**src/snz_pkg.sv**
```systemverilog
package snz_pkg;

  localparam int TABLE_DEPTH     = 256;
  localparam int ADDR_W          = $clog2(TABLE_DEPTH);
  localparam int COORD_FRAC_BITS = 16;
  localparam int Q24_BITS        = 24;
  localparam int X0_SHIFT        = Q24_BITS - COORD_FRAC_BITS;

  localparam int CRD_W   = 32;
  localparam int WORD_W  = 31;
  localparam int OUT_W   = 18;
  localparam int OUT_MAX = 65536;

  localparam int IN_FIELDS_W  = 4 * CRD_W + ADDR_W + WORD_W;
  localparam int IN_TDATA_W   = ((IN_FIELDS_W + 7) / 8) * 8;
  localparam int OUT_TDATA_W  = ((OUT_W + 7) / 8) * 8;

  localparam int K_W     = 30;
  localparam int SUM_W   = CRD_W + 2;
  localparam int PROD_W  = SUM_W + K_W;
  localparam int CELL_W  = SUM_W + 1 - COORD_FRAC_BITS;
  localparam int SCELL_W = CELL_W + 2;
  localparam int TPROD_W = SCELL_W + K_W + 1;
  localparam int X0_W    = 32;
  localparam int HKEY_W  = 32;
  localparam int POS_W   = X0_W + 1;
  localparam int DOT_W   = POS_W + 2;
  localparam int MUL_W   = DOT_W;
  localparam int MP_W    = 2 * MUL_W;
  localparam int D2_W    = 2 * POS_W + 2;
  localparam int T_W     = Q24_BITS;
  localparam int CG_W    = Q24_BITS;
  localparam int TOT_W   = 40;
  localparam int SCALE_W = 7;
  localparam int FIN_W   = TOT_W + SCALE_W + 1;

  localparam int QDEPTH = 2;
  localparam int QPTR_W = $clog2(QDEPTH);

  typedef enum logic [1:0] {
    CMD_LOAD = 2'd0,
    CMD_2D   = 2'd1,
    CMD_3D   = 2'd2,
    CMD_4D   = 2'd3
  } cmd_t;

  localparam logic [K_W-1:0] SKEW_Q30 [3] = '{30'd393016785, 30'd357913941, 30'd331804471};
  localparam logic [K_W-1:0] UNSKEW_Q30 [3] = '{30'd226908346, 30'd178956971, 30'd148387471};
  localparam logic [T_W-1:0] RADIUS_Q24 [3] = '{24'd8388608, 24'd10066330, 24'd10066330};
  localparam logic [SCALE_W-1:0] OUT_SCALE [3] = '{7'd70, 7'd32, 7'd27};
  localparam logic [CG_W-1:0] GSTEP_Q24 [3] = '{
    CG_W'((UNSKEW_Q30[0] + 32) >> 6),
    CG_W'((UNSKEW_Q30[1] + 32) >> 6),
    CG_W'((UNSKEW_Q30[2] + 32) >> 6)
  };
  localparam logic [POS_W-1:0] ONE_Q24 = POS_W'(1) << Q24_BITS;

  localparam logic signed [1:0] GP = 2'sb01;
  localparam logic signed [1:0] GN = 2'sb11;
  localparam logic signed [1:0] GZ = 2'sb00;

  localparam logic signed [1:0] GRAD3 [12][3] = '{
    '{GP,GP,GZ}, '{GN,GP,GZ}, '{GP,GN,GZ}, '{GN,GN,GZ},
    '{GP,GZ,GP}, '{GN,GZ,GP}, '{GP,GZ,GN}, '{GN,GZ,GN},
    '{GZ,GP,GP}, '{GZ,GN,GP}, '{GZ,GP,GN}, '{GZ,GN,GN}
  };

  localparam logic signed [1:0] GRAD4 [32][4] = '{
    '{GZ,GP,GP,GP}, '{GZ,GP,GP,GN}, '{GZ,GP,GN,GP}, '{GZ,GP,GN,GN},
    '{GZ,GN,GP,GP}, '{GZ,GN,GP,GN}, '{GZ,GN,GN,GP}, '{GZ,GN,GN,GN},
    '{GP,GZ,GP,GP}, '{GP,GZ,GP,GN}, '{GP,GZ,GN,GP}, '{GP,GZ,GN,GN},
    '{GN,GZ,GP,GP}, '{GN,GZ,GP,GN}, '{GN,GZ,GN,GP}, '{GN,GZ,GN,GN},
    '{GP,GP,GZ,GP}, '{GP,GP,GZ,GN}, '{GP,GN,GZ,GP}, '{GP,GN,GZ,GN},
    '{GN,GP,GZ,GP}, '{GN,GP,GZ,GN}, '{GN,GN,GZ,GP}, '{GN,GN,GZ,GN},
    '{GP,GP,GP,GZ}, '{GP,GP,GN,GZ}, '{GP,GN,GP,GZ}, '{GP,GN,GN,GZ},
    '{GN,GP,GP,GZ}, '{GN,GP,GN,GZ}, '{GN,GN,GP,GZ}, '{GN,GN,GN,GZ}
  };

  typedef struct packed {
    cmd_t                         cmd;
    logic [3:0][HKEY_W-1:0]       lattice;
    logic [3:0][X0_W-1:0]         x0;
    logic [3:0][2:0]              rank;
    logic [ADDR_W-1:0]            idx;
    logic [WORD_W-1:0]            val;
  } qent_t;

  function automatic logic [2:0] dims(input cmd_t cmd);
    return 3'(cmd) + 3'd1;
  endfunction

  function automatic logic [1:0] mode_idx(input cmd_t cmd);
    return (cmd == CMD_LOAD) ? 2'd0 : 2'(cmd) - 2'd1;
  endfunction

  // h mod 12 for an 8-bit h: reciprocal 171/2048 is exact over this range
  function automatic logic [3:0] mod12(input logic [7:0] h);
    logic [15:0] p;
    logic [7:0]  q;
    logic [7:0]  r;
    p = 16'(h) * 16'd171;
    q = 8'(p[15:11]);
    r = h - 8'(q * 8'd12);
    return r[3:0];
  endfunction

  function automatic logic signed [1:0] grad_comp(input logic four, input logic [4:0] gi,
                                                  input logic [1:0] ax);
    if (four) return GRAD4[gi][ax];
    else if (ax == 2'd3) return GZ;
    else return GRAD3[gi[3:0]][ax];
  endfunction

endpackage

```
**src/snz_queue.sv**
```systemverilog
module snz_queue (
  input  logic            clk,
  input  logic            rst,
  input  logic            in_valid,
  output logic            in_ready,
  input  snz_pkg::qent_t  in_ent,
  output logic            out_valid,
  input  logic            out_ready,
  output snz_pkg::qent_t  out_ent
);
  import snz_pkg::*;

  qent_t             slot [QDEPTH];
  logic [QPTR_W-1:0] wp, rp;
  logic [QPTR_W:0]   cnt;
  logic              push, pop;

  assign in_ready  = cnt != (QPTR_W + 1)'(QDEPTH);
  assign out_valid = cnt != '0;
  assign out_ent   = slot[rp];
  assign push      = in_valid && in_ready;
  assign pop       = out_valid && out_ready;

  always_ff @(posedge clk) begin
    if (rst) begin
      wp  <= '0;
      rp  <= '0;
      cnt <= '0;
    end else begin
      if (push) wp <= (wp == QPTR_W'(QDEPTH - 1)) ? '0 : wp + 1'b1;
      if (pop) rp <= (rp == QPTR_W'(QDEPTH - 1)) ? '0 : rp + 1'b1;
      if (push && !pop) cnt <= cnt + 1'b1;
      else if (pop && !push) cnt <= cnt - 1'b1;
    end
  end

  always_ff @(posedge clk) begin
    if (push) slot[wp] <= in_ent;
  end

endmodule

```
**config.mk**
```make
export PLATFORM = sky130hd
export DESIGN_NAME = snz_queue
export DESIGN_NICKNAME = d
export VERILOG_FILES = /design/src/snz_pkg.sv /design/src/snz_queue.sv
export SDC_FILE = /design/constraint.sdc
export NUM_CORES = 1
export LEC_CHECK = 0
export BUFFER_PORTS_ARGS = -buffer_cell sky130_fd_sc_hd__buf_2
export CORE_ASPECT_RATIO = 2
export CORE_MARGIN = 10
export CORE_UTILIZATION = 25
export DETAILED_ROUTE_END_ITERATION = 10
export HOLD_SLACK_MARGIN = 0.03
export MAX_ROUTING_LAYER = met4
export SYNTH_ARGS = -nofsm -noshare
export SYNTH_HDL_FRONTEND = slang
export SYNTH_SLANG_ARGS = --single-unit
```
**constraint.sdc**
```tcl
create_clock -name clk -period 12.44 [get_ports clk]
set_input_delay 1.244 -clock clk [delete_from_list [all_inputs] [get_ports clk]]
set_output_delay 1.244 -clock clk [all_outputs]
set_load 0.005 [all_outputs]
```
# == Yosys cells after proc, flatten, opt, wreduce, memory -nomap -nowiden ==
# Memories as Yosys holds them, arrays and structs flattened. A register that Yosys moved wholly into a read port is not among the register bits.
# Index checks and enable logic that the tools add are counted.
# classes
n_addsub,4
eq_ne,1
n_reduce_logical,8
n_mux,8
# op_table
op,n
1-bit two-way mux,6
1-bit logical AND,4
2-bit two-way mux,2
2-bit nonzero test,2
"1-bit adder, second input constant",2
"2-bit by 1-bit adder with 2-bit output, second input constant",1
1-bit zero test,2
"2-bit != test, second input constant",1
"2-bit by 1-bit subtractor with 2-bit output, second input constant",1
# totals
elab_cells,25
reg_bits,4
memories,1
ramBits,618
in_bits,313
output_inout_bits,311
# mem_list
memory,depth,word_bits,rd,rd_clocked_by_memory_dff,wr,line_no,source
slot,2,309,1,1,1,snz_queue.sv:13,qent_t slot [QDEPTH];

# == Longest topological paths before layout ==
# Gate-level depths: netlist (run 1).
# depth
depth_word,6
depth_mapped,6
depth_no_buf,6

# == Least setup slack after synthesis (run 1) ==
# No wires, ideal clock.
# synth_path
path_type,in2reg
startpoint,in in_valid
endpoint,"mem slot[1][0] (netlist name), enable pin"
path_slack_ps,3409
required_ps,11728
t_arrival_ps,8319
cell_stages,1
setup_time_ps,712
n_path_buf,0
path_cell_list,and3_1
# synth_between
elab_chain_len,3
# synth_rtl
item,line_no,source
start: declaration,snz_queue.sv:4,"input logic in_valid,"
1-bit logical AND,snz_queue.sv:21,assign push = in_valid && in_ready;
1-bit two-way mux,snz_queue.sv:38,if (push) slot[wp] <= in_ent;
1-bit two-way mux (not written as such),snz_queue.sv:38,
end: declaration,snz_queue.sv:13,
# No other way between the ends.

==> flow_metrics.tcl, run 1 <==
set metrics [dict create \
    cp.required_ns 11.20 \
    track_usage_pct 10.99 \
    ys_seq_elements 623 \
    cp_cell_sequence "buf_4 -> mux2_2 -> buf_2" \
    clock-skew-final_ns 0.01115 \
    seq_area_frac_synth_pct 81.56 \
    min_period_ns 4.244 \
    p_seq_share_pct 47.2 \
    leakage_nw 10.72 \
    syn_nets 1299 \
    ys_top_cells_by_area "edfxtp_1 81%, mux2_2 10%, mux2_4 6.6%" \
    gp_congestion 0.7636 \
    avgViaCountPerCell 4.010 \
    cts_made_buffers 57 \
    postRouteAntennaNets 0 \
    reg2reg_depth 4 \
    grt_setup_unrepaired "false" \
    setup_viol 0 \
    hold_ws_ns 0.5195 \
    r2r_slack_ns 8.99 \
    dieArea_um2 104700 \
    setup-tns-final_ns 0 \
    grt_max_degree 155 \
    drt_iter0_markers 606 \
    routed-wl-met2_um 28300 \
    ctsResizeCount 0 \
    seq_area_um2 18660 \
    cts_tree "yes" \
    ir_worst_vdd_uv 128.5 \
    cts_root_buf "clkbuf_16" \
    p_sw_share_pct 26.43 \
    worstPathMaxFanout 54 \
    place_hpwl_um 42600 \
    switchingPower_mw 1.516 \
    yosys_warnings 0 \
    worst-slew-pin-transition_ns 1.028 \
    crit_slowest_cell "dfxtp_4" \
    crit_path_max_incr_delay_ns 0.86 \
    fp.coreArea_um2 90570 \
    routed_wl_um 58840 \
    area_delta_synth_final_pct 27.87 \
    clk_pin_slew_worst_paths_ns 0.06 \
    p_comb_share_pct 23.0 \
    critPathCaptureType "output port" \
    num_vias 11677 \
    p_int_mw 4.220 \
    relSlewSlack_pct 31.45 \
    num-fill-cells 8770 \
    die_y_um 447.8 \
    drc_errors 0 \
    finalCritPeriodShare_pct 34.11 \
    power.clock.fraction_pct 29.9 \
    avgRoutedWirePerCell_um 20.20 \
    antenna_found_initial 50 \
    start_kind "flop" \
    cts.sinks 623 \
    r2r-start "cnt[0]$_SDFFE_PP0P_" \
    dr_wl_met3_um 6177 \
    hold_viol_final 0 \
    gr-total-overflow 0 \
    clkLatencyLatePin_ns 0.62 \
    post_cts_buffers 0 \
    synth_top_area_share_pct 81.12 \
    status "finished, final reports clean" \
    syn_area_um2 22880 \
    floorplan.initialDensity_pct 25.26 \
    synth.avg_cell_area_um2 23.23 \
    ctsHoldBuffers 0 \
    max_cap_viol_count 0 \
    maxSlewViolCount 0 \
    critical_path_class "flop to output port" \
    hold_path.startpoint "cnt[1]$_SDFFE_PP0P_" \
    worstHoldEndpoint "cnt[1]$_SDFFE_PP0P_" \
    routed.top_layer "met4" \
    drive_above_1_share_pct 60.89 \
    wl_met1_um 22160 \
    ys_types 20 \
    holdPathStages 2 \
    ctsHtreeMaxLevel 2 \
    dr.pass1.iters 4 \
    ioPinCount 624 \
    cts_buffer_depth 3 \
    grt_pass1_wl_um 83020 \
    cp.arrival_ns 3.00 \
    die_x_um 233.9 \
    rows 156 \
    fmax_mhz 235.6 \
    synthCells 985 \
    multi_input_area_um2 3979 \
    reg2reg_to "slot[1][158]$_DFFE_PP_" \
    first_global_vias 13234 \
    final_nets 1957 \
    portBuffers 623 \
    synth_area_leader_cell "edfxtp_1" \
    hold_class "flop to flop" \
    power.density_nw_per_um2 196.1 \
]
## final cells by class
cell class	count	area share [%]
Inverter	1	0.03850
Tap cell	1185	5.069
Timing Repair Buffer	633	10.96
Multi-Input combinational cell	327	13.60
Clock buffer	73	5.227
Clock inverter	33	0.9923
Sequential cell	623	63.80
Antenna cell	37	0.3165
## sequential cells by signal, summed over array words and instances, names as in the netlist, named ones only
| register | flops |
|---|---|
| cnt | 2 |
| rp | 1 |
| slot | 618 |
| wp | 1 |
## layout by cell type (no fill, tap or decap), drive strengths merged, types with 5 or more instances in the layout
cell	n
edfxtp	618
clkbuf	73
diode	37
clkinvlp	5
clkinv	18
inv	8
dfxtp	5
mux2	309
buf	633
## logic make-up after synthesis
logic type | share of synthesized area (%)
mux | 16.85
xor+xnor | 0.1149
fa+ha+maj | 0.05468
flops | 81.56
buf+inv | 1.072
compound gates | 0.1313
simple gates | 0.2189
## power by group through the flow
| stage | registers [mW] | logic (mW) | clock network (mW) |
|---|---|---|---|
| final | 2.71 | 1.32 | 1.71 |
| after global routing | 2.73 | 1.44 | 1.85 |
| after CTS | 2.71 | 1.37 | 1.78 |
| after detailed placement | 2.76 | 1.36 | 0 |
| after global placement | 2.74 | 1.36 | 0 |
| after floorplan | 2.80 | 0.788 | 0 |
## synthesized netlist by cell type (all sizes together)
master  count
a21oi       2
and3        1
dfxtp       5
nand3b      1
nand2b      1
or2         1
nor2        3
edfxtp    618
or3         1
buf        34
mux2      309
o21ai       2
and2        1
a21bo       1
inv         1
xor2        3
ha          1
## worst max path at each step
stage                   from               endpoint  slack, ns  cells past startpoint
floorplan           in_valid   slot[1][0]$_DFFE_PP_       3.41                      1
global placement    in_valid  slot[1][50]$_DFFE_PP_       8.21                      4
detailed placement  in_valid  slot[1][65]$_DFFE_PP_       8.13                      4
CTS                     flop           out_ent[307]       8.02                      3
global route            flop           out_ent[305]       7.97                      3
finish                  flop           out_ent[302]       8.20                      3
## metrics by stage
stage | std cells | util, % | instance area (um^2) | setup WS [ns] | power, mW
5_1_grt | 2906 | 32.28 | 29240 | 7.966 | 6.022
6_report | 2912 | 32.30 | 29250 | 8.196 | 5.736
4_1_cts | 2875 | 32.20 | 29160 | 8.017 | 5.863
3_3_place_gp | 2769 | 30.19 | 27340 | 8.205 | 4.097
2_1_floorplan | 985 | - | 22880 | 3.409 | 3.584
3_5_place_dp | 2769 | 30.19 | 27340 | 8.133 | 4.117
## worst max-delay path: cells and delay by family (launching register included)
kind                   cells  cell delay, ns
buffers and inverters      2            0.99
DFF                        1            0.86
muxes                      1            0.41
## per-layer routing
layer	global-route usage (%)	vias to the layer above
met5	-	-
met2	17.69	586
met1	11.66	5664
met3	4.340	113
met4	5.167	0
li1	-	5314
No activity file was read; power rests on OpenSTA's default activity.
==> run 2: changes to the inputs <==
--- a/config.mk
+++ b/config.mk
@@ -5,6 +5,7 @@
 export SDC_FILE = /design/constraint.sdc
 export NUM_CORES = 1
 export LEC_CHECK = 0
+export ABC_AREA = 1
 export BUFFER_PORTS_ARGS = -buffer_cell sky130_fd_sc_hd__buf_2
 export CORE_ASPECT_RATIO = 2
 export CORE_MARGIN = 10
==> constraint.sdc (replaced) <==
create_clock -name clk -period 3.46 [get_ports clk]
set_input_delay 0.346 -clock clk [delete_from_list [all_inputs] [get_ports clk]]
set_output_delay 0.346 -clock clk [all_outputs]
set_load 0.005 [all_outputs]
==> run 2 against run 1 <==
Compared with the run above: power rose to 3.7 times the previous value; global-route usage rose by 0.96 points; non-clock buffer count increased by 319; combinational power rose to 3.7 times the previous value; worst hold slack worse by 0.40 ns; sequential share of layout area down 6.5 points; critical endpoint is now out_ent[124]; largest cell class unchanged; register-to-register slack lost 7.6 ns.
==> flow_metrics.tcl, run 2 <==
set metrics [dict create \
    finalCritPeriodShare_pct 79.14 \
    routed_wl_um 62990 \
    async_flop_share_pct 0 \
    fp.coreArea_um2 91340 \
    p_int_mw 15.64 \
    power_mw 21.05 \
    leakage_nw 12.20 \
    portBuffers 623 \
    post_cts_buffers 0 \
    cts_made_buffers 55 \
    grt_max_degree 121 \
    worstPathMaxFanout 63 \
    hold_viol_final 0 \
    mostFrequentLayoutCell "buf_2" \
    area_delta_synth_final_pct 42.14 \
    rows 157 \
    cts_tree "yes" \
    avgRoutedWirePerCell_um 19.57 \
    hold_class "input port to flop" \
    relSlewSlack_pct 41.34 \
    num_vias 12970 \
    clk_pin_slew_worst_paths_ns 0.06 \
    synth_area_leader_cell "edfxtp_1" \
    ys_types 16 \
    top_regs "slot (618), cnt (2)" \
    synth.most_common_cell "edfxtp_1" \
    track_usage_pct 11.96 \
    fmax_mhz 365.2 \
    gp_congestion 0.8744 \
    critPathCaptureType "output port" \
    synth.avg_cell_area_um2 22.98 \
    cts_root_buf "clkbuf_16" \
    p_sw_share_pct 25.69 \
    setup_viol 0 \
    place_hpwl_um 44440 \
    synth-edff-count 618 \
    p_comb_share_pct 22.9 \
    clkLatencyLatePin_ns 0.62 \
    regMostFlops "slot" \
    die_y_um 448.3 \
    cp.required_ns 3.11 \
    yosys_warnings 0 \
    power.density_nw_per_um2 645.9 \
    synth_top_area_share_pct 80.93 \
    cts_buffer_depth 3 \
    postRouteAntennaNets 0 \
    critical_path_class "flop to output port" \
    status "finished, final reports clean" \
    seq_area_frac_synth_pct 81.37 \
    cp_cell_sequence "buf_12 -> mux2_2 -> buf_2" \
    hold_ws_ns 0.1238 \
    ys_seq_elements 623 \
    cp.arrival_ns 2.39 \
    synth_flop_cell "edfxtp_1" \
    clock-skew-final_ns 0.01367 \
    timing.critical_path.buf_inv 2 \
    antenna_found_initial 8 \
    p_seq_share_pct 46.7 \
    max_cap_viol_count 0 \
    crit_path_max_incr_delay_ns 0.71 \
    ctsResizeCount 0 \
    maxSlewViolCount 0 \
    min_period_ns 2.738 \
    worst-slew-pin-transition_ns 0.8799 \
    avgViaCountPerCell 4.030 \
    gr-total-overflow 0 \
    dieArea_um2 105000 \
    ioPinCount 624 \
    final_nets 2287 \
    final_cell_mix "623 x buf_2, 618 x edfxtp_1, 311 x dlygate4sd3_1, 209 x mux2_2, 100 x mux2_4" \
    syn_area_um2 22930 \
    grt_setup_unrepaired "false" \
    drive_above_1_share_pct 51.91 \
    start_kind "flop" \
    grt_pass1_wl_um 92220 \
    drt_iter0_markers 707 \
    critPathTopFamily "flip-flops" \
    floorplan.initialDensity_pct 25.10 \
    switchingPower_mw 5.409 \
    dr.pass1.iters 5 \
    synthCells 998 \
    power.clock.fraction_pct 30.4 \
    synthTopCellsByCount "618 x edfxtp_1, 209 x mux2_2, 100 x mux2_4" \
    ys_top_cells_by_area "edfxtp_1 81%, mux2_2 10%, mux2_4 6.5%" \
    drc_errors 0 \
    ctsHtreeMaxLevel 2 \
    ir_worst_vdd_uv 491.9 \
    syn_nets 1312 \
    first_global_vias 14827 \
    cts.sinks 623 \
    largest_reg_flops 618 \
    crit_slowest_cell "dfxtp_4" \
    die_x_um 234.2 \
    setup-tns-final_ns 0 \
]
run 2: changes by cell type in the layout (fill, tap and decap cells not counted), sizes merged, moves of 6 or more:
cell         change
dlygate4sd3    +311
diode           -30
clkbuf          -12
nand2            +9
buf              +8
clkinv           +7
bufinv           +6
run 2: power by group through the flow:
stage	Clock, mW	Sequential (mW)	Combinational [mW]
after floorplan	0	10.0	2.60
after global placement	0	9.94	4.56
after detailed placement	0	10.0	4.61
after CTS	6.64	9.83	4.94
after global routing	6.91	9.91	5.25
final	6.41	9.83	4.82
run 2: cells by family after synthesis:
kind of cell	count (synthesis)	synth area share, %
adder cells (fa/ha/maj)	1	0.05456
AND/OR/NAND/NOR	19	0.3329
multiplexers	309	16.81
buffers and inverters	42	1.348
flip-flops	623	81.37
AO/OA/AOI/OAI	4	0.08731
run 2: stage by stage:
stage | setup WS [ns] | cell area, um^2 | util, % | std cells
after global routing | 0.5736 | 32590 | 35.68 | 3218
final | 0.7216 | 32590 | 35.68 | 3218
after floorplan | -2.057 | 22960 | - | 998
after global placement | 1.329 | 27560 | 30.18 | 2797
after CTS | 0.6044 | 32580 | 35.66 | 3211
after detailed placement | 1.297 | 27560 | 30.18 | 2797
run 2: worst paths after layout:
path	startpoint	end	slack [ns]	depth (start not counted)
max reg2reg	cnt[0]$_SDFFE_PP0P_	slot[1][244]$_DFFE_PP_	1.44	5
min reg2reg	cnt[0]$_SDFFE_PP0P_	cnt[0]$_SDFFE_PP0P_	0.51	2
min	in_valid	wp$_SDFFE_PP0P_	0.12	4
max	flop	out_ent[124]	0.72	3
run 2: worst min-delay path: cells and delay by family:
kind / cells / cell delay (ns)
compound gates: 1 / 0.08
simple gates: 2 / 0.16
buf+inv: 1 / 0.11
run 2: final cells by class:
| type | count | area, um^2 |
|---|---|---|
| multi-input combinational | 333 | 3989 |
| tap | 1192 | 1491 |
| antenna | 7 | 17.52 |
| timing repair buffer | 952 | 6504 |
| sequential | 623 | 18660 |
| inverter | 8 | 30.03 |
| clock buffer | 61 | 1441 |
| clock inverter | 42 | 457.9 |
| fill | 8499 | 58750 |
run 2: timing repair:
item                       4_1_cts  5_1_grt
hold buffers                   311        0
hold endpoints to repair       623        0
setup endpoints to repair        0        0
run 2: layer usage:
layer  wire length (um)  share of wire (%)  GRT usage (%)  up-vias
met2              29770                 47          18.90      662
met3               7165                 11          4.934       98
met5                  0                  0              -        -
met4               2275                3.6          5.136        0
met1              23780                 38          13.03     6282
li1                   -                  -              -     5928
==> run 3: changes to the inputs <==
==> constraint.sdc (replaced) <==
create_clock -name clk -period 2.6 [get_ports clk]
set_input_delay 0.26 -clock clk [delete_from_list [all_inputs] [get_ports clk]]
set_output_delay 0.26 -clock clk [all_outputs]
set_load 0.005 [all_outputs]
==> run 3 against run 2 <==
Compared with the run above: core utilization barely moved; first-iteration DRC count rose by 8.1%; combinational power grew 37%; global-route usage grew 0.094 points; worst hold slack improved by 0.22 ns; power rose by 31%; final area about the same; via count is 1.3% higher; non-clock buffer count grew 12; critical path type unchanged; critical endpoint is now out_ent[170]; highest routed layer unchanged.
==> flow_metrics.tcl, run 3 (synthesized netlist as in run 2, its figures left out) <==
set metrics [dict create \
    dp_slack_ns 0.7611 \
    power_mw 27.68 \
    gr-total-overflow 0 \
    r2r_slack_ns 0.72 \
    power.density_nw_per_um2 849.2 \
    avgViaCountPerCell 4.073 \
    postRouteAntennaNets 0 \
    p_comb_share_pct 23.9 \
    grt_max_degree 85 \
    worstHoldEndpoint "slot[1][106]$_DFFE_PP_" \
    regMostFlops "slot" \
    leakage_nw 12.19 \
    p_int_mw 20.41 \
    crit_top_cell "buf_12" \
    area_delta_synth_final_pct 42.15 \
    worstPathMaxFanout 55 \
    crit_path_max_incr_delay_ns 0.40 \
    critical_path_class "flop to output port" \
    fp.coreArea_um2 91340 \
    dr.pass1.iters 5 \
    reg2reg_depth 8 \
    seq_area_um2 18660 \
    track_usage_pct 12.05 \
    dieArea_um2 105000 \
    multi_input_area_um2 3989 \
    max_cap_viol_count 0 \
    hold_class "input port to flop" \
    ir_worst_vdd_uv 654.7 \
    setup_viol 0 \
    finalCritPeriodShare_pct 95.61 \
    cts_buffer_depth 3 \
    crit_slowest_cell "mux2_2" \
    p_seq_share_pct 47.0 \
    start_kind "flop" \
    drt_iter0_markers 764 \
    maxSlewViolCount 0 \
    grt_pass1_wl_um 93080 \
    hold_path.startpoint "in_ent[106]" \
    ioPinCount 624 \
    reg2reg_to "cnt[0]$_SDFFE_PP0P_" \
    placed_area_um2 27690 \
    num-fill-cells 8463 \
    cts_made_buffers 55 \
    cts_tree "yes" \
    drc_errors 0 \
    clkLatencyLatePin_ns 0.63 \
    critPathCaptureType "output port" \
    die_x_um 234.2 \
    drive_above_1_share_pct 51.65 \
    place_hpwl_um 45640 \
    fin_ws_ns 0.1143 \
    antenna_found_initial 9 \
    p_sw_share_pct 26.26 \
    clock-skew-final_ns 0.01593 \
    final_area_um2 32600 \
    final_core_util_pct 35.68 \
    cts.sinks 623 \
    relSlewSlack_pct 61.91 \
    portBuffers 623 \
    num_vias 13142 \
    holdPathStages 2 \
    switchingPower_mw 7.270 \
    first_global_vias 14836 \
    power.clock.fraction_pct 29.1 \
    top_regs "slot (618), cnt (2)" \
    cp_cell_sequence "buf_12 -> buf_12 -> mux2_2 -> buf_2" \
    grt_setup_unrepaired "false" \
    clk_pin_slew_worst_paths_ns 0.07 \
    largest_reg_flops 618 \
    ctsHtreeMaxLevel 2 \
    cts_root_buf "clkbuf_16" \
    r2r-start "cnt[0]$_SDFFE_PP0P_" \
    worst-slew-pin-transition_ns 0.5714 \
    fmax_mhz 402.3 \
    hold_viol_final 0 \
    avgRoutedWirePerCell_um 19.76 \
    floorplan.initialDensity_pct 25.10 \
    status "finished, final reports clean" \
    min_period_ns 2.486 \
    routed_wl_um 63770 \
    final_nets 2299 \
    gp_congestion 0.8651 \
    final_cell_mix "623 x buf_2, 618 x edfxtp_1, 313 x dlygate4sd3_1, 209 x mux2_2, 100 x mux2_4" \
    cp.required_ns 2.34 \
    cp.arrival_ns 2.23 \
    rows 157 \
    post_cts_buffers 0 \
    mostFrequentLayoutCell "buf_2" \
    die_y_um 448.3 \
]
## run 3: worst max-delay path by stage
stage,start,endpoint,cells after the start
6_report,flop,out_ent[170],4
5_1_grt,flop,out_ent[170],4
4_1_cts,flop,out_ent[176],4
3_5_place_dp,flop,out_ent[176],4
3_3_place_gp,flop,out_ent[29],4
2_1_floorplan,cnt[0]$_SDFFE_PP0P_,slot[0][0]$_DFFE_PP_,4
## run 3: layout make-up
type	instances	area share (%)
clock buffers	64	4.326
diodes	6	0.04606
clock inverters	37	1.067
well taps	1192	4.576
multi-input cells	333	12.24
repair buffers	964	20.40
inverters	8	0.09213
flip-flops and latches	623	57.26
## run 3: stage by stage
| stage | cells | hold WS, ns | TNS, ns |
|---|---|---|---|
| 6_report | 3227 | 0.3473 | 0 |
| 3_3_place_gp | 2807 | 0.4468 | 0 |
| 4_1_cts | 3221 | 0.2986 | 0 |
| 2_1_floorplan | 998 | 0.3589 | -1799.29 |
| 5_1_grt | 3227 | 0.3249 | 0 |
| 3_5_place_dp | 2807 | 0.4516 | 0 |
## run 3: power by group through the flow
stage               Clock [mW]  Sequential (mW)  Combinational, mW
finish                    8.06             13.0               6.62
global route              8.70             13.1               7.18
CTS                       8.35             13.0               6.77
detailed placement           0             13.2               6.33
global placement             0             13.2               6.25
floorplan                    0             13.3               3.46
## run 3: repair_timing
action	CTS	global route
hold endpoints to repair	623	0
resized for setup	0	0
setup endpoints to repair	0	0
hold buffers	313	0
## run 3: per-layer routing
metal  part of all wire, %  up-vias  GRT usage, %
li1                      -     5950             -
met1                    39     6432         13.72
met2                    48      661         19.37
met3                   9.6       99         3.765
met4                   3.3        0         4.910
met5                     0        -             -
## run 3: worst max-delay path: cells and delay by family (launching register included)
family                 cells  cell delay [ns]
multiplexers               1             0.40
buffers and inverters      3             0.71
flip-flops                 1             0.37
